### src/rtl/core/mm64_pkg.sv
// ---------------------------------------------------------------------------
// mm64_pkg - shared definitions for the 64-bit key hasher
// Constants of the hash, command and status types between the controller
// and the datapath.
// ---------------------------------------------------------------------------
package mm64_pkg;

   localparam logic [63:0] MIX_MUL       = 64'hc6a4a7935bd1e995;
   localparam int          MIX_SHIFT     = 47;
   localparam logic [63:0] SEED_RESET    = 64'hdeadbeefdeadbeef;
   localparam logic [31:0] MAX_KEY_BYTES = 32'd65535;

   // operand fed to the shared multiplier
   typedef enum logic [1:0] {
      SEL_LEN,
      SEL_WORD,
      SEL_K,
      SEL_H
   } mul_sel_type;

   // partial product taken in one multiply step
   typedef enum logic [1:0] {
      PH_LL,   // low operand half times low constant half
      PH_LH,   // low operand half times high constant half
      PH_HL    // high operand half times low constant half
   } mul_phase_type;

   // register update done in a write-back step
   typedef enum logic [2:0] {
      WB_NONE,
      WB_SEED,     // h = seed ^ product
      WB_KMIX,     // k = product ^ (product >> 47)
      WB_HXOR,     // h ^= product
      WB_TAIL,     // h ^= masked tail word
      WB_HSET,     // h = product, k = avalanche prep of product
      WB_AVPREP,   // k = h ^ (h >> 47)
      WB_OUT       // result = product ^ (product >> 47)
   } wb_op_type;

   typedef struct packed {
      logic          capture;
      logic          mul_en;
      mul_sel_type   mul_sel;
      mul_phase_type mul_phase;
      wb_op_type     wb_op;
   } cmd_type;

   typedef struct packed {
      logic is_first;
      logic is_last;
      logic full;
      logic nonzero;
      logic ends;
   } status_type;

endpackage

### src/rtl/core/mm64_dpath.sv
// ---------------------------------------------------------------------------
// mm64_dpath - hash datapath
// Input word capture, seed register, running hash, one shared 32x32
// multiplier building 64-bit products over three steps, and result register.
// ---------------------------------------------------------------------------
module mm64_dpath (
   input  logic                 clock,
   input  logic                 reset,
   input  mm64_pkg::cmd_type    cmd,
   output mm64_pkg::status_type status,
   input  logic                 csr_valid,
   input  logic [63:0]          csr_seed_value,
   input  logic [63:0]          req_data_word,
   input  logic [3:0]           req_valid_bytes,
   input  logic [15:0]          req_total_length,
   input  logic                 req_is_first,
   input  logic                 req_is_last,
   output logic [63:0]          rsp_hash_value
);
   import mm64_pkg::*;

   logic [63:0] seed_ff;
   logic [63:0] h_ff, h_in;
   logic [63:0] k_ff, k_in;
   logic [63:0] prod_ff, prod_in;
   logic [63:0] word_ff;
   logic [15:0] len_ff, len_sat;
   logic [2:0]  nbytes_ff;
   logic        first_ff, last_ff, full_ff, nonzero_ff;
   logic [63:0] result_ff, result_in;
   logic [63:0] mul_a;
   logic [31:0] mul_x, mul_y;
   logic [63:0] mul_p;
   logic [63:0] mixed;
   logic [63:0] h_mixed;
   logic [63:0] tail_mask;

   // saturate the key length used for seeding
   assign len_sat = ({16'b0, req_total_length} > MAX_KEY_BYTES) ?
                    MAX_KEY_BYTES[15:0] : req_total_length;

   // select multiplier operand and the halves for this step
   always_comb begin
      unique case (cmd.mul_sel)
         SEL_LEN:  mul_a = {48'b0, len_ff};
         SEL_WORD: mul_a = word_ff;
         SEL_K:    mul_a = k_ff;
         SEL_H:    mul_a = h_ff;
         default:  mul_a = h_ff;
      endcase
      mul_x = (cmd.mul_phase == PH_HL) ? mul_a[63:32] : mul_a[31:0];
      mul_y = (cmd.mul_phase == PH_LH) ? MIX_MUL[63:32] : MIX_MUL[31:0];
      mul_p = mul_x * mul_y;
   end

   // accumulate the low 64 bits of the product
   always_comb begin
      prod_in = prod_ff;
      if (cmd.mul_en) begin
         if (cmd.mul_phase == PH_LL) begin
            prod_in = mul_p;
         end else begin
            prod_in = {prod_ff[63:32] + mul_p[31:0], prod_ff[31:0]};
         end
      end
   end

   assign mixed     = prod_ff ^ (prod_ff >> MIX_SHIFT);
   assign h_mixed   = h_ff ^ (h_ff >> MIX_SHIFT);
   assign tail_mask = (64'h1 << {nbytes_ff, 3'b000}) - 64'h1;

   // write back into hash, key and result registers
   always_comb begin
      h_in      = h_ff;
      k_in      = k_ff;
      result_in = result_ff;
      unique case (cmd.wb_op)
         WB_NONE:   ;
         WB_SEED:   h_in = seed_ff ^ prod_ff;
         WB_KMIX:   k_in = mixed;
         WB_HXOR:   h_in = h_ff ^ prod_ff;
         WB_TAIL:   h_in = h_ff ^ (word_ff & tail_mask);
         WB_HSET: begin
            h_in = prod_ff;
            k_in = mixed;
         end
         WB_AVPREP: k_in = h_mixed;
         WB_OUT:    result_in = mixed;
         default:   ;
      endcase
   end

   // hold seed and running hash
   always_ff @(posedge clock) begin
      if (reset) begin
         seed_ff <= SEED_RESET;
         h_ff    <= 64'b0;
      end else begin
         if (csr_valid) begin
            seed_ff <= csr_seed_value;
         end
         h_ff <= h_in;
      end
   end

   // capture the input word and advance the working registers
   always_ff @(posedge clock) begin
      k_ff      <= k_in;
      prod_ff   <= prod_in;
      result_ff <= result_in;
      if (cmd.capture) begin
         word_ff    <= req_data_word;
         len_ff     <= len_sat;
         nbytes_ff  <= req_valid_bytes[2:0];
         first_ff   <= req_is_first;
         last_ff    <= req_is_last;
         full_ff    <= (req_valid_bytes >= 4'd8);
         nonzero_ff <= (req_valid_bytes != 4'd0);
      end
   end

   assign status.is_first = first_ff;
   assign status.is_last  = last_ff;
   assign status.full     = full_ff;
   assign status.nonzero  = nonzero_ff;
   assign status.ends     = last_ff | (nonzero_ff & ~full_ff);

   assign rsp_hash_value = result_ff;

endmodule

### src/rtl/core/mm64_ctrl.sv
// ---------------------------------------------------------------------------
// mm64_ctrl - hash sequencer
// Walks each word through the seeding, key mixing, hash mixing and final
// avalanche it needs, steps the shared multiplier and owns the result valid.
// ---------------------------------------------------------------------------
module mm64_ctrl (
   input  logic                 clock,
   input  logic                 reset,
   input  logic                 req_valid,
   output logic                 req_ready,
   output logic                 rsp_valid,
   input  logic                 rsp_ready,
   input  mm64_pkg::status_type status,
   output mm64_pkg::cmd_type    cmd
);
   import mm64_pkg::*;

   typedef enum logic [3:0] {
      ST_IDLE,
      ST_DECODE,
      ST_SEED_MUL,
      ST_SEED_WB,
      ST_K1_MUL,
      ST_K1_WB,
      ST_K2_MUL,
      ST_K2_WB,
      ST_TAIL,
      ST_H_MUL,
      ST_H_WB,
      ST_AV_PREP,
      ST_AV_MUL,
      ST_AV_WB
   } state_type;

   state_type     state_ff, state_in;
   mul_phase_type phase_ff, phase_in;
   logic          rsp_valid_ff, rsp_valid_in;
   logic          out_free;
   logic          in_mul;
   logic          mul_last;
   state_type     data_route;

   assign out_free  = ~rsp_valid_ff | rsp_ready;
   assign req_ready = (state_ff == ST_IDLE);
   assign rsp_valid = rsp_valid_ff;
   assign in_mul    = (state_ff == ST_SEED_MUL) || (state_ff == ST_K1_MUL) ||
                      (state_ff == ST_K2_MUL) || (state_ff == ST_H_MUL) ||
                      (state_ff == ST_AV_MUL);
   assign mul_last  = (phase_ff == PH_HL);

   // pick the data path for a word once it is seeded
   always_comb begin
      priority if (status.full) begin
         data_route = ST_K1_MUL;
      end else if (status.nonzero) begin
         data_route = ST_TAIL;
      end else if (status.is_last) begin
         data_route = ST_AV_PREP;
      end else begin
         data_route = ST_IDLE;
      end
   end

   // next state
   always_comb begin
      state_in = state_ff;
      unique case (state_ff)
         ST_IDLE:     if (req_valid) state_in = ST_DECODE;
         ST_DECODE:   state_in = status.is_first ? ST_SEED_MUL : data_route;
         ST_SEED_MUL: if (mul_last) state_in = ST_SEED_WB;
         ST_SEED_WB:  state_in = data_route;
         ST_K1_MUL:   if (mul_last) state_in = ST_K1_WB;
         ST_K1_WB:    state_in = ST_K2_MUL;
         ST_K2_MUL:   if (mul_last) state_in = ST_K2_WB;
         ST_K2_WB:    state_in = ST_H_MUL;
         ST_TAIL:     state_in = ST_H_MUL;
         ST_H_MUL:    if (mul_last) state_in = ST_H_WB;
         ST_H_WB:     state_in = status.ends ? ST_AV_MUL : ST_IDLE;
         ST_AV_PREP:  state_in = ST_AV_MUL;
         ST_AV_MUL:   if (mul_last) state_in = ST_AV_WB;
         ST_AV_WB:    if (out_free) state_in = ST_IDLE;
         default:     state_in = ST_IDLE;
      endcase
   end

   // step the multiplier phase inside multiply states
   always_comb begin
      phase_in = phase_ff;
      if (in_mul) begin
         unique case (phase_ff)
            PH_LL:   phase_in = PH_LH;
            PH_LH:   phase_in = PH_HL;
            PH_HL:   phase_in = PH_LL;
            default: phase_in = PH_LL;
         endcase
      end
   end

   // set result valid on write, drop it when taken
   always_comb begin
      rsp_valid_in = rsp_valid_ff;
      if (rsp_ready) begin
         rsp_valid_in = 1'b0;
      end
      if ((state_ff == ST_AV_WB) && out_free) begin
         rsp_valid_in = 1'b1;
      end
   end

   // hold state and registered outputs
   always_ff @(posedge clock) begin
      if (reset) begin
         state_ff     <= ST_IDLE;
         phase_ff     <= PH_LL;
         rsp_valid_ff <= 1'b0;
      end else begin
         state_ff     <= state_in;
         phase_ff     <= phase_in;
         rsp_valid_ff <= rsp_valid_in;
      end
   end

   // decode commands for the datapath
   always_comb begin
      cmd.capture   = (state_ff == ST_IDLE) && req_valid;
      cmd.mul_en    = in_mul;
      cmd.mul_phase = phase_ff;
      unique case (state_ff)
         ST_SEED_MUL: cmd.mul_sel = SEL_LEN;
         ST_K1_MUL:   cmd.mul_sel = SEL_WORD;
         ST_K2_MUL:   cmd.mul_sel = SEL_K;
         ST_AV_MUL:   cmd.mul_sel = SEL_K;
         default:     cmd.mul_sel = SEL_H;
      endcase
      unique case (state_ff)
         ST_SEED_WB: cmd.wb_op = WB_SEED;
         ST_K1_WB:   cmd.wb_op = WB_KMIX;
         ST_K2_WB:   cmd.wb_op = WB_HXOR;
         ST_TAIL:    cmd.wb_op = WB_TAIL;
         ST_H_WB:    cmd.wb_op = WB_HSET;
         ST_AV_PREP: cmd.wb_op = WB_AVPREP;
         ST_AV_WB:   cmd.wb_op = out_free ? WB_OUT : WB_NONE;
         default:    cmd.wb_op = WB_NONE;
      endcase
   end

endmodule

### src/rtl/core/murmur64a_key_hasher_core.sv
// ---------------------------------------------------------------------------
// murmur64a_key_hasher_core - 64-bit MurmurHash64A key hasher
// Takes a key as little-endian 64-bit words and gives its 64-bit hash.
// ---------------------------------------------------------------------------
// Usage:
//   req_*  : one word per handshake, with its valid byte count, the key
//            length (used on the first word) and first/last marks. A word
//            with one to seven valid bytes ends the key. An empty key is one
//            word with zero valid bytes marked first and last.
//   rsp_*  : one hash word per key, held in an output register.
//   csr_*  : seed write, always ready; write only while the block is idle.
// Sequence: each 64-bit product is built on one 32x32 multiplier from
//   partial products and then written back. A word is accepted and
//   decoded, seeded when first, then key mixed and hash mixed when full
//   or tail folded and hash mixed when partial, and goes through the
//   avalanche when the key ends (with a prep step if no data was mixed).
// Reset: seed returns to 0xdeadbeefdeadbeef, running hash to zero, no
//   result pending. A stalled receiver only holds the block at the result
//   write; the next word is taken while a result waits.
// ---------------------------------------------------------------------------
module murmur64a_key_hasher_core (
   input  logic        clock,
   input  logic        reset,
   input  logic        req_valid,
   output logic        req_ready,
   input  logic [63:0] req_data_word,
   input  logic [3:0]  req_valid_bytes,
   input  logic [15:0] req_total_length,
   input  logic        req_is_first,
   input  logic        req_is_last,
   output logic        rsp_valid,
   input  logic        rsp_ready,
   output logic [63:0] rsp_hash_value,
   input  logic        csr_valid,
   output logic        csr_ready,
   input  logic [63:0] csr_seed_value
);
   import mm64_pkg::*;

   cmd_type    cmd;
   status_type status;

   assign csr_ready = 1'b1;

   mm64_ctrl u_ctrl (
      .clock     (clock),
      .reset     (reset),
      .req_valid (req_valid),
      .req_ready (req_ready),
      .rsp_valid (rsp_valid),
      .rsp_ready (rsp_ready),
      .status    (status),
      .cmd       (cmd)
   );

   mm64_dpath u_dpath (
      .clock            (clock),
      .reset            (reset),
      .cmd              (cmd),
      .status           (status),
      .csr_valid        (csr_valid),
      .csr_seed_value   (csr_seed_value),
      .req_data_word    (req_data_word),
      .req_valid_bytes  (req_valid_bytes),
      .req_total_length (req_total_length),
      .req_is_first     (req_is_first),
      .req_is_last      (req_is_last),
      .rsp_hash_value   (rsp_hash_value)
   );

endmodule

### config.mk
export PLATFORM = sky130hd
export DESIGN_NAME = murmur64a_key_hasher_core
export DESIGN_NICKNAME = d
export VERILOG_FILES = /design/src/rtl/core/mm64_pkg.sv /design/src/rtl/core/mm64_dpath.sv /design/src/rtl/core/mm64_ctrl.sv /design/src/rtl/core/murmur64a_key_hasher_core.sv
export SDC_FILE = /design/constraint.sdc
export NUM_CORES = 2
export LEC_CHECK = 0
export BUFFER_PORTS_ARGS = -buffer_cell sky130_fd_sc_hd__buf_2
export CORE_MARGIN = 3
export CORE_UTILIZATION = 40
export DETAILED_ROUTE_END_ITERATION = 8
export GPL_TIMING_DRIVEN = 0
export PLACE_DENSITY = 0.68
export SKIP_CTS_REPAIR_TIMING = 1
export SLEW_MARGIN = 20
export SYNTH_ARGS = -nofsm -noshare
export SYNTH_HDL_FRONTEND = slang
export SYNTH_SLANG_ARGS = --single-unit
export TNS_END_PERCENT = 30
### constraint.sdc
create_clock -name clock -period 11.4 [get_ports clock]
set_clock_uncertainty 0.15 [all_clocks]
set_input_delay 1.71 -clock clock [delete_from_list [all_inputs] [get_ports clock]]
set_output_delay 1.71 -clock clock [all_outputs]
set_load 0.02 [all_outputs]
# Word level (Yosys, flattened, before mapping)
# Index checks and enable logic that the tools add are counted.
# op_classes
order_cmp	1
eq_ne	32
n_bitwise	11
reduce_logical	18
muxes	25
multipliers	1
shift	1
add_sub_neg	2
# ops
op	count
$pmux 64 s4	2
$xor 64x64->64	3
$pmux 64 s2	1
$xor 64x17->64	2
$and 64x64->64	1
$mul 32x32->64	1
$mux 32	2
$mux 64	1
$shl 1x6->64 const A	1
$sub 64x1->64 const B	1
$pmux 4 s13	1
$mux 4	12
$add 32x32->32	1
$eq 4x4->1 const B	6
$pmux 3 s7	1
$eq 4x3->1 const B	4
$eq 3x3->1 const B	4
$ne 2x1->1 const B	6
$eq 4x2->1 const B	2
$reduce_bool 4->1	2
$reduce_and 7->1	1
$eq 2x2->1 const B	3
$eq 3x2->1 const B	2
$pmux 2 s3	1
other kinds (18)	30
# totals
output_inout_bits	67
wordCells	107
reg_bits	414
inputBits	155

# Logic depth before layout (Yosys ltp)
# logic_depth
depth_word	9
mapped_depth	46
depth_no_buf	43

# By module
# Synthesis repeated with hierarchy kept, for this count alone.
# hier_totals
cells_unflattened	4618
hier_area_um2	45876.5
# modules_own_cells
module	n_inst	seq_area_each_um2	area_per_inst_um2	cells_per_inst
mm64_dpath	1	10940.5	45167.1	4529
mm64_ctrl	1	140.1	698.2	87
murmur64a_key_hasher_core	1	0.0	11.3	2

# Worst setup path after synthesis
# No wires, ideal clock.
# synth_path
kind	register -> register
startpoint	reg u_ctrl.state_ff[1]
endpoint	reg u_dpath.prod_ff[63], data pin
path_stages_with_launch	39
path_buffers	3
setup_time_ns	0.266
synth_period_minus_slack_ns	9.697
t_arrival_ns	9.281
path_slack_ns	1.703
required_ns	10.984
path_cell_list	dfxtp_1 buf_2 inv_2 nor4_4 nor3_1 buf_2 clkbuf_1 nand2_1 nand2_1 o21ai_0 inv_1 nand2_1 inv_1 ha_1 inv_1 fa_1 fa_1 fa_1 (+3 left out) fa_1 fa_1 ha_1 nand2_1 or3_1 nand3b_1 o22a_1 xnor2_1 ha_1 o21ai_0 nor2_1 nand3_1 o311ai_0 o41ai_2 o21ai_1 a31oi_1 xnor2_1 mux2i_1
# synth_via
elab_chain_cells	9
elab_cells_between_ends	15
cone_classes	1 x add/sub; 1 x mul; 7 x eq/ne; 4 x mux; 2 x reduce/logical
# synth_lines
item	line_no	rtl
start, declared	mm64_ctrl.sv:35	state_type state_ff, state_in;
start signal, assigned	mm64_ctrl.sv:117	state_ff <= state_in;
$eq 4x4->1 or $eq 4x3->1 (tied branches)	mm64_ctrl.sv:128	unique case (state_ff)
$reduce_or 2->1 (no line)	n/a	
$pmux 2 s3 *	mm64_ctrl.sv:128	
$eq 2x2->1 (tied with other cells)	mm64_dpath.sv:44	unique case (cmd.mul_sel)
$pmux 64 s4 *	mm64_dpath.sv:44	
$mux 32 *	mm64_dpath.sv:51	mul_x = (cmd.mul_phase == PH_HL) ? mul_a[63:32] : mul_a[31:0];
$mul 32x32->64 *	mm64_dpath.sv:53	mul_p = mul_x * mul_y;
via u_dpath.mul_p[21]	mm64_dpath.sv:33	logic [63:0] mul_p;
$add 32x32->32 *	mm64_dpath.sv:63	prod_in = {prod_ff[63:32] + mul_p[31:0], prod_ff[31:0]};
$mux 64 *	mm64_dpath.sv:60	if (cmd.mul_phase == PH_LL) begin
end signal, assigned	mm64_dpath.sv:109	prod_ff <= prod_in;
end, declared	mm64_dpath.sv:25	logic [63:0] prod_ff, prod_in;
# Mark *: on every way through the listed nets, which the timed path passes. The rest lies on a longest branch.
# A chain may end at the register's enable or synchronous reset.

# Worst setup path in the final report
# layout_path
startpoint	reg u_ctrl.state_ff[3]
endpoint	reg u_dpath.prod_ff[63], data pin
# Same word-level chain as after synthesis.

==> impl_metrics.toml <==
[setup_path]
critical_path_arrival_ps = 11350
critPathLaunchType = "flop"
crit_required_ps = 11540
critPathMaxFanout = 10
cpPeakStageDelay_ps = 590
end_kind = "flop"
worstSetupPathType = "reg2reg"
cpMaxStageDelayCell = "fa_1"
cp_common_cell = "fa_1"

[detailed_routing]
drtPass1Iterations = 6
drc = 0
wl_per_cell_um = 26.12
vias = 35300
ant_nets = 0
vias_per_cell = 5.605
drt_iter0_drc = 4103
routed_wl_mm = 164.5

[outcome]
status = "complete, no violations"

[global_route]
grt_max_degree = 48
antenna_found_initial = 8
gr-total-overflow = 0
grt_pass1_wl_mm = 237.3
grt_pass1_vias = 35060
grtUsageTotal_pct = 27.90

[synth]
synth-main-ff-cell = "edfxtp_1"
avgSynthCellArea_um2 = 10.10
yosysSeqAreaShare_pct = 24.76
ys_seq_elements = 414
async_reset_ff_share_pct = 0
synth.distinct_cells = 88
ys_warn_count = 0
syn_inst = 4429
syn_area_mm2 = 0.04475
synth_edf_count = 279

[place]
place_hpwl_mm = 136.2
placed_area_mm2 = 0.04801
dp.cells = 6156
gp_congestion = 1.016
io_buffers = 218

[cts]
clock_path_buffers = 3
root_buffer = "clkbuf_16"
cts.htree.levels = 2
clk_pin_slew_worst_paths_ps = 70
numCtsBuffers = 43
clkLatencyLatePin_ps = 580
cts.sinks = 414
cts_tree = "yes"

[flow_run]
drv_cap = 0

[finish]
final_area_mm2 = 0.05037
final_nets = 5986
n_fill_cell = 10600
drive_gt1_share_pct = 12.26
fin_cells = 6297
area_delta_synth_final_pct = 12.56
multi_input_area_mm2 = 0.03022
seqCellArea_mm2 = 0.01108

[sta]
hold_violations = 0
period_share_pct = 98.33
max_freq_ghz = 0.08921
rsz0062_at_grt = "true"
period_needed_ps = 11210
setup_viol = 0
worst_pin_slew_ps = 1114
slew_viol_final = 0
slew_headroom_pct = 25.24

[min_path]
min_path_type = "reg2reg"

[floorplan]
start_util_pct = 40.38
die_area_mm2 = 0.1159
fp.dieW_um = 340.5
dieHeight_um = 340.5
rows = 122
design.core.area_mm2 = 0.1108
ios = 222
[final cells by class]
class,instances,share of cell area (%)
antenna,6,0.02981
sequential,414,22.00
clock buffer,60,2.404
clock inverter,18,0.3775
multi-input combinational,3005,60.00
buffer,199,1.709
inverter,813,6.222
tap,1488,3.696
timing repair buffer,294,3.569
[final timing paths]
| kind | startpoint | to | slack [ps] | cells after the start |
|---|---|---|---|---|
| worst max register to register | u_ctrl.state_ff[3]$_SDFFE_PP0P_ | u_dpath.prod_ff[63]$_DFFE_PN_ | 190 | 43 |
| worst max-delay path | u_ctrl.state_ff[3]$_SDFFE_PP0P_ | u_dpath.prod_ff[63]$_DFFE_PN_ | 190 | 43 |
| worst min-delay path | u_dpath.seed_ff[8]$_SDFFE_PP0P_ | u_dpath.seed_ff[8]$_SDFFE_PP0P_ | 360 | 2 |
| worst min register to register | u_dpath.seed_ff[8]$_SDFFE_PP0P_ | u_dpath.seed_ff[8]$_SDFFE_PP0P_ | 360 | 2 |
[synthesized netlist by cell type (all sizes together) (27+ instances only)]
master / number / area (um^2)
and3: 28 / 175.2
nor2: 213 / 799.5
a22oi: 42 / 315.3
a211o: 53 / 464.2
nand2: 298 / 1121
a21o: 55 / 414.2
fa: 628 / 12570
xnor2: 68 / 595.6
nand2b: 55 / 344.1
a21oi: 285 / 1438
clkbuf: 159 / 596.8
ha: 433 / 5418
edfxtp: 279 / 8378
mux2: 64 / 720.7
nor3: 83 / 415.4
dfxtp: 135 / 2703
o21ai: 190 / 962.2
xor2: 129 / 1130
nand3: 27 / 135.1
buf: 41 / 227.7
and2: 30 / 187.7
inv: 813 / 3052
nor2b: 57 / 356.6
[per-stage QoR]
step	utilization [%]	hold WS, ps	setup TNS [ps]	setup WS, ps
after CTS	44.59	351.4	-16670	-1668
after global placement	43.06	327.5	-23600	-1823
after global routing	45.44	380.5	-570.4	-262.0
after floorplan	-	310.2	0	1703
final	45.45	355.6	0	190.6
after detailed placement	43.32	335.4	-15530	-1623
[worst max-delay path, delay by kind of cell, from the launching register on]
kind / cells / cell delay, ps
AO/OA/AOI/OAI: 12 / 2490
XOR/XNOR: 2 / 370
adder cells (fa/ha/maj): 10 / 4200
buffers and inverters: 13 / 2270
flip-flops: 1 / 300
multiplexers: 1 / 90
AND/OR/NAND/NOR: 5 / 1050
[cells in the final DEF, fill, tap and decap left out, types with 40 or more instances in the layout]
| master | instances |
|---|---|
| buf_4 | 71 |
| a211o_1 | 53 |
| nor3_1 | 81 |
| nand2b_1 | 54 |
| xor2_1 | 127 |
| mux2_2 | 64 |
| ha_1 | 432 |
| dfxtp_1 | 135 |
| a22oi_1 | 40 |
| nand2_1 | 288 |
| xnor2_1 | 62 |
| buf_2 | 233 |
| edfxtp_1 | 279 |
| o21ai_0 | 160 |
| a21oi_1 | 278 |
| a21o_1 | 46 |
| nor2b_1 | 57 |
| clkbuf_1 | 158 |
| fa_1 | 628 |
| inv_1 | 780 |
| clkbuf_16 | 44 |
| nor2_1 | 202 |
[routing by layer]
metal,vias up,global-route usage (%),part of all wire (%)
met2,1959,42.79,44
met3,389,7.167,11
met4,2,11.92,5.0
met5,-,0,0.0067
met1,17670,37.42,39
li1,15280,-,-
[state kept, by name, indices dropped and copies added, names as in the netlist]
| name | cells |
|---|---|
| u_dpath.h_ff | 64 |
| u_dpath.k_ff | 64 |
| u_dpath.prod_ff | 64 |
| u_dpath.rsp_hash_value | 64 |
| u_dpath.seed_ff | 64 |
| u_dpath.word_ff | 64 |
| u_dpath.len_ff | 16 |
| u_ctrl.state_ff | 4 |
| u_dpath.nbytes_ff | 3 |
| u_ctrl.phase_ff | 2 |
| u_ctrl.rsp_valid | 1 |
| u_dpath.first_ff | 1 |
| u_dpath.full_ff | 1 |
| u_dpath.last_ff | 1 |
| u_dpath.nonzero_ff | 1 |
[cells by family after synthesis]
kind of cell               synth area share, %
adders and majority gates                40.20
muxes                                    2.058
DFF                                      24.76
other                                  0.01678
AOI/OAI and AO/OA                        11.65
buffers and inverters                    8.684
xor gates and xnor gates                 3.855
and+or+nand+nor                          8.779
Power is left out: the tool's default activity adds up to more than one toggle a clock period on the data nets, which glitch-free logic cannot reach.
